<file path="src/rtl/icr_pkg.sv">
`timescale 1ns / 1ps
`default_nettype none

package icr_pkg;

    // field and datapath widths
    localparam int RAD_W    = 64;
    localparam int ROOT_W   = 22;
    localparam int SEED_W   = 23;
    localparam int DEN_W    = 2 * SEED_W;
    localparam int QUOT_W   = 32;
    localparam int EXT_W    = DEN_W + QUOT_W;
    localparam int LEN_W    = 7;
    localparam int SHIFT_W  = 5;
    localparam int SROOT_W  = 3;
    localparam int TAB_W    = 8;
    localparam int IDX_W    = 6;
    localparam int GROUP_W  = 16;
    localparam int GROUPS   = RAD_W / GROUP_W;
    localparam int GPOS_W   = 4;

    // one quotient bit per divider stage
    localparam int DIV_STEPS = QUOT_W;

    // default depth of the queue between front and back
    localparam int QUEUE_DEPTH_DEF = 4;

    // arithmetic constants of the seed and the newton step
    localparam int SMALL_LEN    = 7;
    localparam int SMALL_BIAS   = 35;
    localparam int SEED_BIAS    = 10;
    localparam int SCALE_NUM    = 84;
    localparam int SCALE_SHIFT  = 8;
    localparam int NORM_SHIFT   = 6;
    localparam int NEWTON_MUL   = 341;
    localparam int NEWTON_SHIFT = 10;

    // seed table, indexed by the top bits of the normalized radicand
    localparam logic [TAB_W-1:0] SEED_TAB [0:63] = '{
        8'd0,   8'd54,  8'd54,  8'd54,  8'd118, 8'd118, 8'd118, 8'd118,
        8'd123, 8'd129, 8'd134, 8'd138, 8'd143, 8'd147, 8'd151, 8'd156,
        8'd157, 8'd161, 8'd164, 8'd168, 8'd170, 8'd173, 8'd176, 8'd179,
        8'd181, 8'd185, 8'd187, 8'd190, 8'd192, 8'd194, 8'd197, 8'd199,
        8'd200, 8'd202, 8'd204, 8'd206, 8'd209, 8'd211, 8'd213, 8'd215,
        8'd217, 8'd219, 8'd221, 8'd222, 8'd224, 8'd225, 8'd227, 8'd229,
        8'd231, 8'd232, 8'd234, 8'd236, 8'd237, 8'd239, 8'd240, 8'd242,
        8'd244, 8'd245, 8'd246, 8'd248, 8'd250, 8'd251, 8'd252, 8'd254
    };

    // classified item handed from front to back
    typedef struct packed {
        logic [RAD_W-1:0]   radicand;
        logic [SEED_W-1:0]  seed;
        logic               tab_path;
        logic [SROOT_W-1:0] small_root;
    } icr_job_t;

    // payload of one divider stage
    typedef struct packed {
        logic [RAD_W-1:0]   rem;
        logic [DEN_W-1:0]   den;
        logic [SEED_W-1:0]  seed;
        logic [QUOT_W-1:0]  quot;
        logic               den_zero;
        logic               tab_path;
        logic [SROOT_W-1:0] small_root;
    } icr_div_t;

endpackage

`default_nettype wire

</file>
<file path="src/rtl/icr_fifo.sv">
`timescale 1ns / 1ps
`default_nettype none

module icr_fifo #(
    parameter int DEPTH = icr_pkg::QUEUE_DEPTH_DEF
) (
    input  wire logic                     aclk,
    input  wire logic                     aresetn,
    input  wire logic                     wr_valid,
    output logic                          wr_ready,
    input  wire icr_pkg::icr_job_t        wr_job,
    output logic                          rd_valid,
    input  wire logic                     rd_ready,
    output icr_pkg::icr_job_t             rd_job
);
    import icr_pkg::*;

    localparam int PTR_W = (DEPTH > 1) ? $clog2(DEPTH) : 1;
    localparam int CNT_W = $clog2(DEPTH + 1);

    icr_job_t           mem_reg [DEPTH];
    logic [PTR_W-1:0]   wr_ptr_reg, rd_ptr_reg;
    logic [CNT_W-1:0]   count_reg;
    logic               push, pop;

    assign wr_ready = count_reg != CNT_W'(DEPTH);
    assign rd_valid = count_reg != '0;
    assign rd_job   = mem_reg[rd_ptr_reg];
    assign push     = wr_valid && wr_ready;
    assign pop      = rd_valid && rd_ready;

    // pointers and fill count
    always_ff @(posedge aclk) begin
        if (!aresetn) begin
            wr_ptr_reg <= '0;
            rd_ptr_reg <= '0;
            count_reg  <= '0;
        end else begin
            if (push) begin
                wr_ptr_reg <= (wr_ptr_reg == PTR_W'(DEPTH - 1)) ? '0 : wr_ptr_reg + 1'b1;
            end
            if (pop) begin
                rd_ptr_reg <= (rd_ptr_reg == PTR_W'(DEPTH - 1)) ? '0 : rd_ptr_reg + 1'b1;
            end
            if (push && !pop) begin
                count_reg <= count_reg + 1'b1;
            end else if (pop && !push) begin
                count_reg <= count_reg - 1'b1;
            end
        end
    end

    // entry storage
    always_ff @(posedge aclk) begin
        if (push) begin
            mem_reg[wr_ptr_reg] <= wr_job;
        end
    end

endmodule

`default_nettype wire

</file>
<file path="config.mk">
export PLATFORM = sky130hd
export DESIGN_NAME = icr_fifo
export DESIGN_NICKNAME = d
export VERILOG_FILES = /design/src/rtl/icr_pkg.sv /design/src/rtl/icr_fifo.sv
export SDC_FILE = /design/constraint.sdc
export NUM_CORES = 1
export LEC_CHECK = 0
export ABC_AREA = 0
export BUFFER_PORTS_ARGS = -buffer_cell sky130_fd_sc_hd__buf_4
export CORE_MARGIN = 10
export CORE_UTILIZATION = 35
export DETAILED_ROUTE_END_ITERATION = 16
export SLEW_MARGIN = 0
export SYNTH_ARGS = -nofsm -noshare
export SYNTH_HDL_FRONTEND = slang
export SYNTH_SLANG_ARGS = --single-unit
export TNS_END_PERCENT = 5
</file>
<file path="constraint.sdc">
create_clock -name aclk -period 3.4 [get_ports aclk]
set_input_delay 0.68 -clock aclk [delete_from_list [all_inputs] [get_ports aclk]]
set_output_delay 0.68 -clock aclk [all_outputs]
set_load 0.005 [all_outputs]
</file>
# Word level (Yosys, flattened, before mapping)
# Memory sizes are Yosys's and may differ from the RTL's. A register that Yosys moved wholly into a read port is not among the register bits.
# Index checks and enable logic that the tools add are counted.
dict set report word_totals {
  ff_bits 7
  ramBits 364
  input_bits 95
  wordCells 27
  memories 1
}
dict set report op_classes {
  add_sub_neg 4
  n_eq_ne 3
  mux 8
  n_reduce_logical 8
}
# memory depth width rd rd_ports_with_merged_regs wr line_no
set mem_list {}
lappend mem_list {mem_reg 4 91 1 1 1 icr_fifo.sv:21} ;# icr_job_t mem_reg [DEPTH];
# cell n
set op_table {}
lappend op_table {{$mux W2} 4}
lappend op_table {{$mux W3} 2}
lappend op_table {{$add A2 B1 Y2 const B} 2}
lappend op_table {{$eq A2 B2 Y1 const B} 2}
lappend op_table {{$logic_and A1 B1 Y1} 4}
lappend op_table {{$add A3 B1 Y3 const B} 1}
lappend op_table {{$ne A3 B3 Y1 const B} 1}
lappend op_table {{$reduce_bool A3 Y1} 1}
lappend op_table {{$sub A3 B1 Y3 const B} 1}
lappend op_table {{$logic_not A1 Y1} 2}
lappend op_table {{$mux W1} 2}
lappend op_table {{$reduce_bool A2 Y1} 1}

# Longest topological paths before layout
dict set report depth {
  ltp_word 6
  mapped_depth 9
  depth_no_buf 8
}

# Least setup slack after synthesis
# OpenSTA, ideal clock, no wires.
dict set report synth_timing {
  path_kind {input-to-reg}
  start {input port wr_valid}
  end {memory mem_reg[3][0] in the netlist's numbering (enable)}
  setup_time_ns 0.409
  arrival_ns 1.868
  t_required_ns 2.991
  setup_slack_ns 1.124
  stages 1
  path_cell_list {and3_2}
}
dict set report synth_between {
  elab_chain_cells 3
}
# item line_no
set synth_rtl {}
lappend synth_rtl {{start: declaration} icr_fifo.sv:9} ;# input wire logic wr_valid,
lappend synth_rtl {{$logic_and A1 B1 Y1} icr_fifo.sv:29} ;# assign push = wr_valid && wr_ready;
lappend synth_rtl {{$mux W1} icr_fifo.sv:55} ;# if (push) begin
lappend synth_rtl {{$mux W1 (not written as such)} icr_fifo.sv:56} ;# mem_reg[wr_ptr_reg] <= wr_job;
lappend synth_rtl {{end: declaration} icr_fifo.sv:21}
# Every way passes these cells.

==> flow_summary.ini <==
[outcome]
run_status = complete, no violations

[timing]
timing.final.setup_violations = 0
tns_ns = 0
finalCritPeriodShare_pct = 86.0
fin_skew_ns = 0.0115
min_period_ns = 2.92
hold-worst-slack_ns = 0.341
fmaxAchievable_mhz = 342
timing_max_transition_violations_final = 0
worst_slew_pin_slew_ns = 0.619
grt_setup_unrepaired = no
finalWorstSetupSlack_ns = 0.477
timing.slew.headroom_pct = 58.7
final-hold-violation-count = 0

[place]
area_of_placed_instances_sq_um = 15700
buffers_added_on_ports = 187
placement.setup.worst_slack_ns = 0.934
post-dp-hpwl_mm = 17.3
place_inst = 1224
gp_congestion = 0.647

[drt]
routed-via-count = 6097
antenna_violating_nets_post_route = 0
routed_via_density = 4.73
residual_drc = 0
post_drt_wl_per_cell_um = 21.4
drt-initial-drc-count = 321
detail_route.wirelength_mm = 27.6
number_of_search_and_repair_iterations_in_the_first_detailed_routing_pass = 4

[power]
switching_power_mw = 2.99
cellInternalPower_mw = 9.50
power.share.clock_pct = 33.1
power.static_leakage_nw = 5.64
vdd_drop_max_uv = 399
power.total_mw = 12.5
p_sw_share_pct = 23.9
power.sequential.fraction_pct = 46.0
comb_power_share_pct = 21.0
cellPowerDensity_nw_per_um2 = 736

[floorplan]
top_level_ports = 188
die-height_um = 217
die_area_sq_um = 47100
core_area_sq_um = 38600
initial_core_util_pct = 35.2
dieWidth_um = 217
rows = 72

[setup_path]
critical_path.cell_chain = buf_12, mux4_2, buf_4
worstSetupEndpointType = primary output
end_of_the_worst_register_to_register_path = count_reg[2]
slack_of_the_worst_reg_to_reg_path_ns = 0.99
cell_at_the_slowest_stage_of_the_critical_path = mux4_2
worst-path-stages = 3
worst-r2r-cell-count = 7
critical_path.endpoint = rd_job[63]
cpLargestDelayFamily = multiplexers
cp.required_ns = 2.72
kind_of_critical_path = reg -> out
worst-endpoint-arrival_ns = 2.24
crit_buf_inv = 2
critical_path.max_stage_delay_ns = 0.59
startpoint_kind_of_the_worst_setup_timing_path = flip-flop
crit-reg2reg-launch = count_reg[1]
crit_path_max_fanout = 37

[clock_network]
clkTransAtPathRegs_ns = 0.06
cts.root.buffer_cell = clkbuf_16
cts_buffers = 40
ctsHtreeMaxLevel = 2
number_of_clock_sinks_seen_by_cts = 373
tritoncts = done
cts.repair_timing.setup_buffer_count = 0
clk-insertion-delay-late_ns = 0.54
cts_repair_resize_count = 0
cts-root-to-sink-buffers = 3
cts_hold_buf = 0

[grt]
via_count_of_the_first_global_routing_pass = 6898
initial_antenna_violation_count = 1
global_route_wire_length_before_repair_mm = 42.1
gr-usage-all-layers_pct = 11.7
pin_count_of_the_biggest_net_entering_global_routing = 54
overflow = 0

[finish]
final_area_sq_um = 17000
layout.nets = 850
multi_input_area_sq_um = 2350
diodes = 0
most_frequent_standard_cell_in_the_layout_excluding_fill_and_tap_cells = edfxtp_1
post-route-util_pct = 44.0
final_cells = 1289
max_reg_flops = 364
num-fill-cells = 3338
final-seq-area_sq_um = 11100
post_route_cells_drive_above_1_share_pct = 46.2
syn_to_final_growth_pct = 24.9
commonest_cells_after_routing_fill_and_taps_aside = edfxtp_1 (364), buf_4 (195), mux4_2 (91)

[worst_hold_path]
timing.hold.worst.class = in -> reg

[synth]
ys_async_sr_fraction_pct = 0
postSynth.topFlopCell = edfxtp_1
number_of_enable_flip_flop_cells_after_synthesis = 364
ys_warn_count = 0
yosysTopAreaCellShare_pct = 80.5
synth.lib_cells_used.distinct = 28
largest_cells_by_area_after_synthesis = edfxtp_1 (80%), mux4_2 (15%), dfxtp_1 (1.3%), ha_1 (0.55%), buf_4 (0.50%)
synth-seq-cells = 373
seq_area_frac_synth_pct = 81.8
synthesis.instances = 526
synth.largest_area_cell = edfxtp_1
postSynthNetCount = 628
synth_area_sq_um = 13600
avg_inst_size_synth_sq_um = 25.8

[flow_run]
max_cap_violations = 0
-- routing by layer --
metal  track usage (%)  vias to the layer above  share of wire (%)
met5                 0                        -              0.047
met4              3.94                        2                2.0
met3              4.55                       42                8.5
met2              19.4                      169                 50
met1              13.8                     3188                 40
li1                  -                     2696                  -
-- final cells by class --
class | instances | area share, %
well taps | 518 | 3.82
inverters | 3 | 0.0664
clock buffers | 45 | 6.13
multi-input cells | 128 | 13.8
flip-flops and latches | 373 | 65.5
clock inverters | 20 | 1.16
repair buffers | 202 | 9.45
-- worst min path at each step --
stage	cells after the start	startpoint	endpoint
finish	1	wr_job[46]	mem_reg[1][46]
detailed placement	2	count_reg[2]	count_reg[2]
global placement	2	wr_ptr_reg[1]	wr_ptr_reg[1]
CTS	1	wr_job[41]	mem_reg[0][41]
floorplan	2	wr_ptr_reg[1]	wr_ptr_reg[1]
global route	1	wr_job[11]	mem_reg[0][11]
-- kinds of logic after synthesis --
group / Yosys count / share of synthesized area (%)
flops: 373 / 81.8
mux: 93 / 15.2
buf+inv: 25 / 1.01
simple gates: 20 / 0.866
fa+ha+maj: 7 / 0.700
compound gates: 6 / 0.258
xor+xnor: 2 / 0.129
-- cell usage after synthesis (2+ instances only) --
cell type / number
ha_1: 6
edfxtp_1: 364
buf_2: 2
mux4_2: 91
mux2i_1: 2
inv_1: 3
nand3_1: 2
nor2_1: 2
dfxtp_1: 9
nand2_1: 5
or3_2: 2
and3_2: 4
buf_4: 9
clkbuf_1: 9
o21ai_0: 3
-- power by group through the flow --
stage	combinational, mW	sequential (mW)	clock [mW]
6_report	2.62	5.74	4.14
4_1_cts	2.74	5.76	4.26
3_5_place_dp	2.73	5.85	0
2_1_floorplan	1.46	5.76	0
3_3_place_gp	2.71	5.83	0
5_1_grt	2.87	5.79	4.46
No activity file was read; power rests on OpenSTA's default activity.
