===== src/rtl/icr_pkg.sv =====
`timescale 1ns / 1ps
`default_nettype none

package icr_pkg;

    // field and datapath widths
    localparam int RAD_W    = 64;
    localparam int ROOT_W   = 22;
    localparam int SEED_W   = 23;
    localparam int DEN_W    = 2 * SEED_W;
    localparam int QUOT_W   = 32;
    localparam int EXT_W    = DEN_W + QUOT_W;
    localparam int LEN_W    = 7;
    localparam int SHIFT_W  = 5;
    localparam int SROOT_W  = 3;
    localparam int TAB_W    = 8;
    localparam int IDX_W    = 6;
    localparam int GROUP_W  = 16;
    localparam int GROUPS   = RAD_W / GROUP_W;
    localparam int GPOS_W   = 4;

    // one quotient bit per divider stage
    localparam int DIV_STEPS = QUOT_W;

    // default depth of the queue between front and back
    localparam int QUEUE_DEPTH_DEF = 4;

    // arithmetic constants of the seed and the newton step
    localparam int SMALL_LEN    = 7;
    localparam int SMALL_BIAS   = 35;
    localparam int SEED_BIAS    = 10;
    localparam int SCALE_NUM    = 84;
    localparam int SCALE_SHIFT  = 8;
    localparam int NORM_SHIFT   = 6;
    localparam int NEWTON_MUL   = 341;
    localparam int NEWTON_SHIFT = 10;

    // seed table, indexed by the top bits of the normalized radicand
    localparam logic [TAB_W-1:0] SEED_TAB [0:63] = '{
        8'd0,   8'd54,  8'd54,  8'd54,  8'd118, 8'd118, 8'd118, 8'd118,
        8'd123, 8'd129, 8'd134, 8'd138, 8'd143, 8'd147, 8'd151, 8'd156,
        8'd157, 8'd161, 8'd164, 8'd168, 8'd170, 8'd173, 8'd176, 8'd179,
        8'd181, 8'd185, 8'd187, 8'd190, 8'd192, 8'd194, 8'd197, 8'd199,
        8'd200, 8'd202, 8'd204, 8'd206, 8'd209, 8'd211, 8'd213, 8'd215,
        8'd217, 8'd219, 8'd221, 8'd222, 8'd224, 8'd225, 8'd227, 8'd229,
        8'd231, 8'd232, 8'd234, 8'd236, 8'd237, 8'd239, 8'd240, 8'd242,
        8'd244, 8'd245, 8'd246, 8'd248, 8'd250, 8'd251, 8'd252, 8'd254
    };

    // classified item handed from front to back
    typedef struct packed {
        logic [RAD_W-1:0]   radicand;
        logic [SEED_W-1:0]  seed;
        logic               tab_path;
        logic [SROOT_W-1:0] small_root;
    } icr_job_t;

    // payload of one divider stage
    typedef struct packed {
        logic [RAD_W-1:0]   rem;
        logic [DEN_W-1:0]   den;
        logic [SEED_W-1:0]  seed;
        logic [QUOT_W-1:0]  quot;
        logic               den_zero;
        logic               tab_path;
        logic [SROOT_W-1:0] small_root;
    } icr_div_t;

endpackage

`default_nettype wire


===== src/rtl/icr_front.sv =====
`timescale 1ns / 1ps
`default_nettype none

module icr_front (
    input  wire logic                     aclk,
    input  wire logic                     aresetn,
    input  wire logic                     in_valid,
    output logic                          in_ready,
    input  wire logic [63:0]              in_radicand,
    output logic                          job_valid,
    input  wire logic                     job_ready,
    output icr_pkg::icr_job_t             job
);
    import icr_pkg::*;

    // stage valids
    logic v1_reg, v2_reg, v3_reg;
    logic adv;

    // stage 1: group scan
    logic [RAD_W-1:0]  a1_reg;
    logic [GROUPS-1:0] nz1_reg, nz1_next;
    logic [GPOS_W-1:0] pos1_reg [GROUPS];
    logic [GPOS_W-1:0] pos1_next [GROUPS];

    // stage 2: bit length, shift and small path
    logic [RAD_W-1:0]   a2_reg;
    logic [SHIFT_W-1:0] sh2_reg, sh2_next;
    logic               small2_reg, small2_next;
    logic [SROOT_W-1:0] sroot2_reg, sroot2_next;
    logic [LEN_W-1:0]   len;
    logic [12:0]        len_scaled;
    logic [TAB_W:0]     small_sum;

    // stage 3: table seed
    icr_job_t           job_reg, job_next;
    logic [LEN_W-1:0]   shamt;
    logic [RAD_W-1:0]   shifted;
    logic [TAB_W:0]     seed_base;
    logic [39:0]        seed_wide;

    // whole front moves together
    assign adv      = !v3_reg || job_ready;
    assign in_ready = adv;

    // highest set bit inside each 16-bit group
    always_comb begin
        for (int g = 0; g < GROUPS; g++) begin
            nz1_next[g]  = |in_radicand[g*GROUP_W +: GROUP_W];
            pos1_next[g] = '0;
            for (int j = 0; j < GROUP_W; j++) begin
                if (in_radicand[g*GROUP_W + j]) begin
                    pos1_next[g] = GPOS_W'(j);
                end
            end
        end
    end

    // combine groups into the bit length
    always_comb begin
        len = '0;
        for (int g = 0; g < GROUPS; g++) begin
            if (nz1_reg[g]) begin
                len = LEN_W'(g * GROUP_W) + LEN_W'(pos1_reg[g]) + LEN_W'(1);
            end
        end
        len_scaled  = 13'(len) * 13'(SCALE_NUM);
        sh2_next    = len_scaled[SCALE_SHIFT +: SHIFT_W] - SHIFT_W'(1);
        small2_next = len < LEN_W'(SMALL_LEN);
        small_sum   = {1'b0, SEED_TAB[a1_reg[IDX_W-1:0]]} + (TAB_W+1)'(SMALL_BIAS);
        sroot2_next = small_sum[NORM_SHIFT +: SROOT_W];
    end

    // normalize, look up and scale the seed
    always_comb begin
        shamt     = {2'b00, sh2_reg} + {1'b0, sh2_reg, 1'b0};
        shifted   = a2_reg >> shamt;
        seed_base = {1'b0, SEED_TAB[shifted[IDX_W-1:0]]} + (TAB_W+1)'(SEED_BIAS);
        seed_wide = 40'(seed_base) << sh2_reg;
        job_next.radicand   = a2_reg;
        job_next.seed       = seed_wide[NORM_SHIFT +: SEED_W];
        job_next.tab_path   = small2_reg;
        job_next.small_root = sroot2_reg;
    end

    // stage valids
    always_ff @(posedge aclk) begin
        if (!aresetn) begin
            v1_reg <= 1'b0;
            v2_reg <= 1'b0;
            v3_reg <= 1'b0;
        end else if (adv) begin
            v1_reg <= in_valid;
            v2_reg <= v1_reg;
            v3_reg <= v2_reg;
        end
    end

    // stage payloads
    always_ff @(posedge aclk) begin
        if (adv) begin
            a1_reg     <= in_radicand;
            nz1_reg    <= nz1_next;
            pos1_reg   <= pos1_next;
            a2_reg     <= a1_reg;
            sh2_reg    <= sh2_next;
            small2_reg <= small2_next;
            sroot2_reg <= sroot2_next;
            job_reg    <= job_next;
        end
    end

    assign job_valid = v3_reg;
    assign job       = job_reg;

endmodule

`default_nettype wire


===== config.mk =====
export PLATFORM = sky130hd
export DESIGN_NAME = icr_front
export DESIGN_NICKNAME = d
export VERILOG_FILES = /design/src/rtl/icr_pkg.sv /design/src/rtl/icr_front.sv
export SDC_FILE = /design/constraint.sdc
export NUM_CORES = 1
export LEC_CHECK = 0
export BUFFER_PORTS_ARGS = -buffer_cell sky130_fd_sc_hd__buf_2
export CAP_MARGIN = 25
export CORE_MARGIN = 5
export CORE_UTILIZATION = 59
export CTS_BUF_LIST = sky130_fd_sc_hd__clkbuf_8 sky130_fd_sc_hd__clkbuf_16
export DETAILED_ROUTE_END_ITERATION = 6
export GPL_ROUTABILITY_DRIVEN = 0
export PLACE_DENSITY = 0.78
export SYNTH_ARGS = -nofsm -noshare
export SYNTH_HDL_FRONTEND = slang
export SYNTH_SLANG_ARGS = --single-unit

===== constraint.sdc =====
create_clock -name aclk -period 11.6 [get_ports aclk]
set_input_delay 2.32 -clock aclk [delete_from_list [all_inputs] [get_ports aclk]]
set_output_delay 2.32 -clock aclk [all_outputs]
set_load 0.005 [all_outputs]

Yosys cells after proc, flatten, opt, wreduce, memory -nomap -nowiden
Memory sizes are Yosys's and may differ from the RTL's.
Index checks and enable logic that the tools add are counted.
W data, S select, Z words.
{"block": "classes", "add_sub_neg": 11, "n_mul": 1, "n_lt_le_gt_ge": 3, "shifts": 2, "n_mux": 64, "bitwise": 2, "n_reduce_logical": 18}
{"op": "$mux W4", "count": 24}
{"op": "$reduce_or A16 Y1", "count": 4}
{"op": "$shr A64 B7 Y6", "count": 1}
{"op": "$mux W3", "count": 16}
{"op": "$mux W8", "count": 4}
{"op": "$reduce_or A8 Y1", "count": 4}
{"op": "$shl A9 B5 Y29", "count": 1}
{"op": "$mux W7", "count": 3}
{"op": "$mux W2", "count": 8}
{"op": "$reduce_or A4 Y1", "count": 4}
{"op": "$add A6 B4 Y7 const A", "count": 2}
{"op": "$add A7 B1 Y7 const B", "count": 2}
{"op": "$ge A7 B7 Y1 const B", "count": 2}
{"op": "$not A6 Y7", "count": 2}
{"op": "$mul A7 B5 Y11 const B", "count": 1}
{"op": "$add A8 B4 Y9 const B", "count": 1}
{"op": "$add A8 B6 Y9 const B", "count": 1}
{"op": "$mux W1", "count": 8}
{"op": "$reduce_or A2 Y1", "count": 4}
{"op": "$add A5 B6 Y7", "count": 1}
{"op": "$add A6 B1 Y7 const B", "count": 1}
{"op": "$lt A7 B3 Y1 const B", "count": 1}
{"op": "$add A5 B4 Y6 const A", "count": 1}
{"op": "$add A4 B1 Y5 const B", "count": 1}
{"op": "4 further kinds", "count": 4}
{"block": "word_totals", "register_bits": 251, "rom_bits": 1024, "output_inout_bits": 93, "word_cells": 132, "mem_count": 2}
{"memory": "(name not given)", "words": 64, "width": 8, "read_ports": 1, "rd_clocked_by_memory_dff": 0, "wr": 0, "line_no": "icr_front.sv:78", "source": "seed_base = {1'b0, SEED_TAB[shifted[IDX_W-1:0]]} + (TAB_W+1)'(SEED_BIAS);"}
{"memory": "(name not given)", "words": 64, "width": 8, "read_ports": 1, "rd_clocked_by_memory_dff": 0, "wr": 0, "line_no": "icr_front.sv:70", "source": "small_sum = {1'b0, SEED_TAB[a1_reg[IDX_W-1:0]]} + (TAB_W+1)'(SMALL_BIAS);"}

Longest topological paths before layout
{"block": "depth", "ltp_word": 14, "ltp_mapped": 27, "depth_no_buf": 24}

Least setup slack after synthesis
No wires, ideal clock.
{"block": "synth_path", "kind": "input to output", "from": "input job_ready", "to": "output in_ready", "arrival_time_ps": 8372, "required_ps": 9280, "setup_slack_ps": 908, "cell_stages": 1, "cell_sequence": "nand2b_1"}
{"block": "synth_via", "elab_chain_cells": 1}
{"element": "from (decl)", "line_no": "icr_front.sv:11", "source": "input wire logic job_ready,"}
{"element": "$logic_or A1 B1 Y1", "line_no": "icr_front.sv:43", "source": "assign adv = !v3_reg || job_ready;"}
{"element": "to (decl)", "line_no": "icr_front.sv:8", "source": "output logic in_ready,"}
Every way passes these cells.

Worst setup path after layout
{"block": "layout_path", "from": "register sh2_reg[1]", "to": "register job_reg (netlist bit job[16]), data pin"}
{"block": "layout_via", "elab_chain_cells": 8}
{"element": "from (decl)", "line_no": "icr_front.sv:28", "source": "logic [SHIFT_W-1:0] sh2_reg, sh2_next;"}
{"element": "from (signal assigned)", "line_no": "icr_front.sv:106", "source": "sh2_reg <= sh2_next;"}
{"element": "$add A5 B6 Y7", "line_no": "icr_front.sv:76", "source": "shamt = {2'b00, sh2_reg} + {1'b0, sh2_reg, 1'b0};"}
{"element": "$shr A64 B7 Y6", "line_no": "icr_front.sv:77", "source": "shifted = a2_reg >> shamt;"}
{"element": "$not A6 Y7 (not written as such)", "line_no": "icr_front.sv:78"}
{"element": "$mem_v2 Z64 W8"}
{"element": "$mux W8 (not written as such) (2 in a row)", "line_no": "icr_front.sv:78"}
{"element": "$add A8 B4 Y9", "line_no": "icr_front.sv:78"}
{"element": "$shl A9 B5 Y29 *", "line_no": "icr_front.sv:79", "source": "seed_wide = 40'(seed_base) << sh2_reg;"}
{"element": "via seed_wide[18]", "line_no": "icr_front.sv:40", "source": "logic [39:0] seed_wide;"}
{"element": "to (signal assigned)", "line_no": "icr_front.sv:109", "source": "job_reg <= job_next;"}
{"element": "to (decl)", "line_no": "icr_front.sv:36", "source": "icr_job_t job_reg, job_next;"}
The timed path passes the listed nets; every way through them passes the cells marked *. The select of a mux whose other input is x is not followed.
A chain may end at the register's enable or synchronous reset.

==> results.md <==
* Outcome: finished, final reports clean
* Met1 usage at 0.3203
* Max reg flops at about 90
* Die W at around 160 µm
* Initial antenna violation count at 0
* Half-perimeter wire length after placement at between 20000 and 25000 µm
* CP Data Required Time at approximately 12 ns
* Share of cells above drive strength 1 at 0.2149
* Met2 Track Usage GR at 0.3999
* Syn_nets at 1247
* Longest Clk Path Bufs at 3
* Initial DRC Count at 945
* Syn Inst Count at 1132
* Crit end category: register
* Final number of setup-violating endpoints at 0
* Netlist cell types at 101
* CP Data Arrival Time at 7.58 ns
* Post-CTS setup buffer count at 0
* Startpoint Class: register
* Max-cap viol count at 0
* Post-Syn Area at 0.01403 mm²
* Clock Skew at 0.009068 ns
* Router iterations before antenna repair at 7
* Setup_tns at 0 ns
* Die Y at 164.2 µm
* CP max FO at 33
* Mean Syn Cell Area at about 12 µm²
* Hold WC Path Type: reg2reg
* I/O pin count at between 150 and 200
* I/O Buffers at 160
* CTS Sinks at about 250
* Total GRT Usage at 0.2342
* Resized Gates After CTS at 0
* Largest net degree at the start of global routing at 86
* Seq/Total Area, Yosys at 0.5350
* Ant. Diodes at 0
* Met3 usage at 0.03363
* #FFs+latches synth at 251
* Routed Wire Length at 31810 µm
* Max Clk Rate at around 140 MHz
* Most common cell on crit path: inv_1
* GRT Max-Usage Layer: met2
* Row count at 56
* Via density at ~6.3
* CP max-delay cell: edfxtp_1
* Post-synth ARST share at 0
* First-pass GRT wire length at around 50000 µm
* Final Net Count at around 1400
* Final hold violation count at 0
* RSZ-0062 raised after global routing: no
* Area Overhead vs Synth at 11.89%
* Total number of vias at about 10000
* Antenna Nets Post-Route at 0
* Worst-Skew Late Latency at ~0.52 ns
* DRC viols at 0
* Worst-Margin Slew at approximately 1.1 ns
* Total gr overflow at 0
* Clock transition at path regs at 0.06 ns
* Vias in the first global route at 9714
* CTS Hold Buffers Added at 0
* Starting Density at 0.5978
* Avg WL per Cell at 19.78 µm
* Worst-path cell chain: inv_1, fa_1, buf_4, and2_0, a22o_1, a221oi_1, a32oi_1, o2bb2ai_1, or2_1, inv_1, ha_1, mux2i_1, nand2_1, and3_1, a211oi_4, ha_1, inv_1, and3_1, or2_2, a22oi_1, a21oi_1, a31oi_2, o22ai_1
* CTS tree: built
* Fin crit share at 0.6332
* Number of synthesized flops with an enable pin at roughly 250
* Reg2reg setup slack at ~4.3 ns
* Delay of the slowest critical-path stage at about 0.8 ns
* CTS root buf: clkbuf_16
* H-tree levels at 1
* CTS buffer count at 24
* Pins Over Slew Limit at 0
* Synth warn at 0
* Crit path kind: reg2reg
* Min Tclk post-route at between 7 and 8 ns
* Slew margin rel. at 0.2693
* Core outline area at 0.02347 mm²
* DIE AREA at 0.02697 mm²
* Primary FF master, synth: edfxtp_1
## critical path, delay by kind of cell, from the launching register on
kind                     cells  cell delay [ns]
AND/OR/NAND/NOR              6             1.87
adder cells (fa/ha/maj)      3             1.17
multiplexers                 1             0.22
flip-flops                   1             0.80
buffers and inverters        4             1.02
AO/OA/AOI/OAI                9             1.98
## per-layer routing
layer,wire [µm],share of wire,vias to the layer above
li1,-,-,4742
met5,0,0,-
met3,2348,0.074,70
met1,12900,0.41,4833
met4,694,0.022,0
met2,15870,0.50,468
## per-stage QoR
step / util / setup WS, ns / instances / hold slack (ns) / instance area, µm²
floorplan: - / 0.9084 / 1132 / 0.4003 / 14030
global placement: 0.6365 / 4.656 / 1562 / 0.4002 / 14940
CTS: 0.6662 / 4.447 / 1605 / 0.4166 / 15640
detailed placement: 0.6365 / 4.475 / 1562 / 0.4045 / 14940
finish: 0.6689 / 4.255 / 1608 / 0.4151 / 15700
global route: 0.6689 / 3.778 / 1608 / 0.4214 / 15700
## area by class of cell
cell class / instances / area (µm²)
Fill cell: 1728 / 7772
Sequential cell: 251 / 7507
Multi-Input combinational cell: 793 / 6062
Timing Repair Buffer: 169 / 908.4
Clock buffer: 25 / 625.6
Tap cell: 319 / 399.1
Inverter: 33 / 125.1
Clock inverter: 18 / 72.57
## cells in the final DEF, fill, tap and decap left out, types with 13 or more instances in the layout
| cell type | n |
|---|---|
| buf_2 | 160 |
| a22oi_1 | 24 |
| clkbuf_16 | 25 |
| ha_1 | 44 |
| mux2i_1 | 67 |
| a21oi_1 | 46 |
| nor2_1 | 95 |
| nand3_1 | 26 |
| xnor2_1 | 16 |
| edfxtp_1 | 248 |
| nor4_1 | 16 |
| o22ai_1 | 14 |
| nand2_1 | 83 |
| mux4_2 | 27 |
| nand2b_1 | 13 |
| o21ai_0 | 43 |
| inv_1 | 37 |
| nor3_1 | 29 |
| mux2_2 | 16 |
## synth_stat cells (5+ instances only)
cell type / count / area (µm²)
edfxtp_1: 248 / 7447
nor2_1: 95 / 356.6
nand2_1: 83 / 311.6
mux2i_1: 67 / 670.6
a21oi_1: 46 / 230.2
ha_1: 45 / 563.0
o21ai_0: 43 / 215.2
inv_1: 30 / 112.6
nor3_1: 29 / 145.1
mux4_2: 27 / 608.1
clkbuf_1: 26 / 97.59
nand3_1: 26 / 130.1
a22oi_1: 24 / 180.2
mux2_2: 16 / 180.2
nor4_1: 16 / 100.1
xnor2_1: 16 / 140.1
nand2b_1: 14 / 87.58
o22ai_1: 14 / 87.58
o211ai_1: 12 / 90.09
o31ai_1: 12 / 90.09
a211oi_1: 11 / 82.58
buf_2: 11 / 55.05
nor2b_1: 10 / 62.56
a21o_1: 9 / 67.56
a31oi_1: 9 / 56.30
and2_1: 9 / 56.30
a221oi_1: 7 / 61.31
nand4_1: 7 / 43.79
o21ai_1: 7 / 35.03
xor2_1: 7 / 61.31
a32oi_1: 6 / 52.55
buf_6: 6 / 67.56
o21a_1: 5 / 37.54
o21bai_1: 5 / 37.54
## cells by family (layout without fill, tap and decap cells)
family,Yosys count,in the layout,synth area share
xor gates and xnor gates,26,26,0.01864
DFF,251,251,0.5350
buffers and inverters,88,245,0.03442
muxes,114,114,0.1101
and+or+nand+nor,324,324,0.1112
adders and majority gates,47,47,0.04298
AOI/OAI and AO/OA,282,282,0.1477
## final timing paths
path,start,end,cells after the start
setup / recovery,sh2_reg[1],job[16],23
hold / removal,a1_reg[26],a2_reg[26],0
setup reg to reg,sh2_reg[1],job[16],23
hold reg to reg,a1_reg[26],a2_reg[26],0
Power is left out: the tool's default activity adds up to more than one toggle a clock period on the data nets, which glitch-free logic cannot reach.
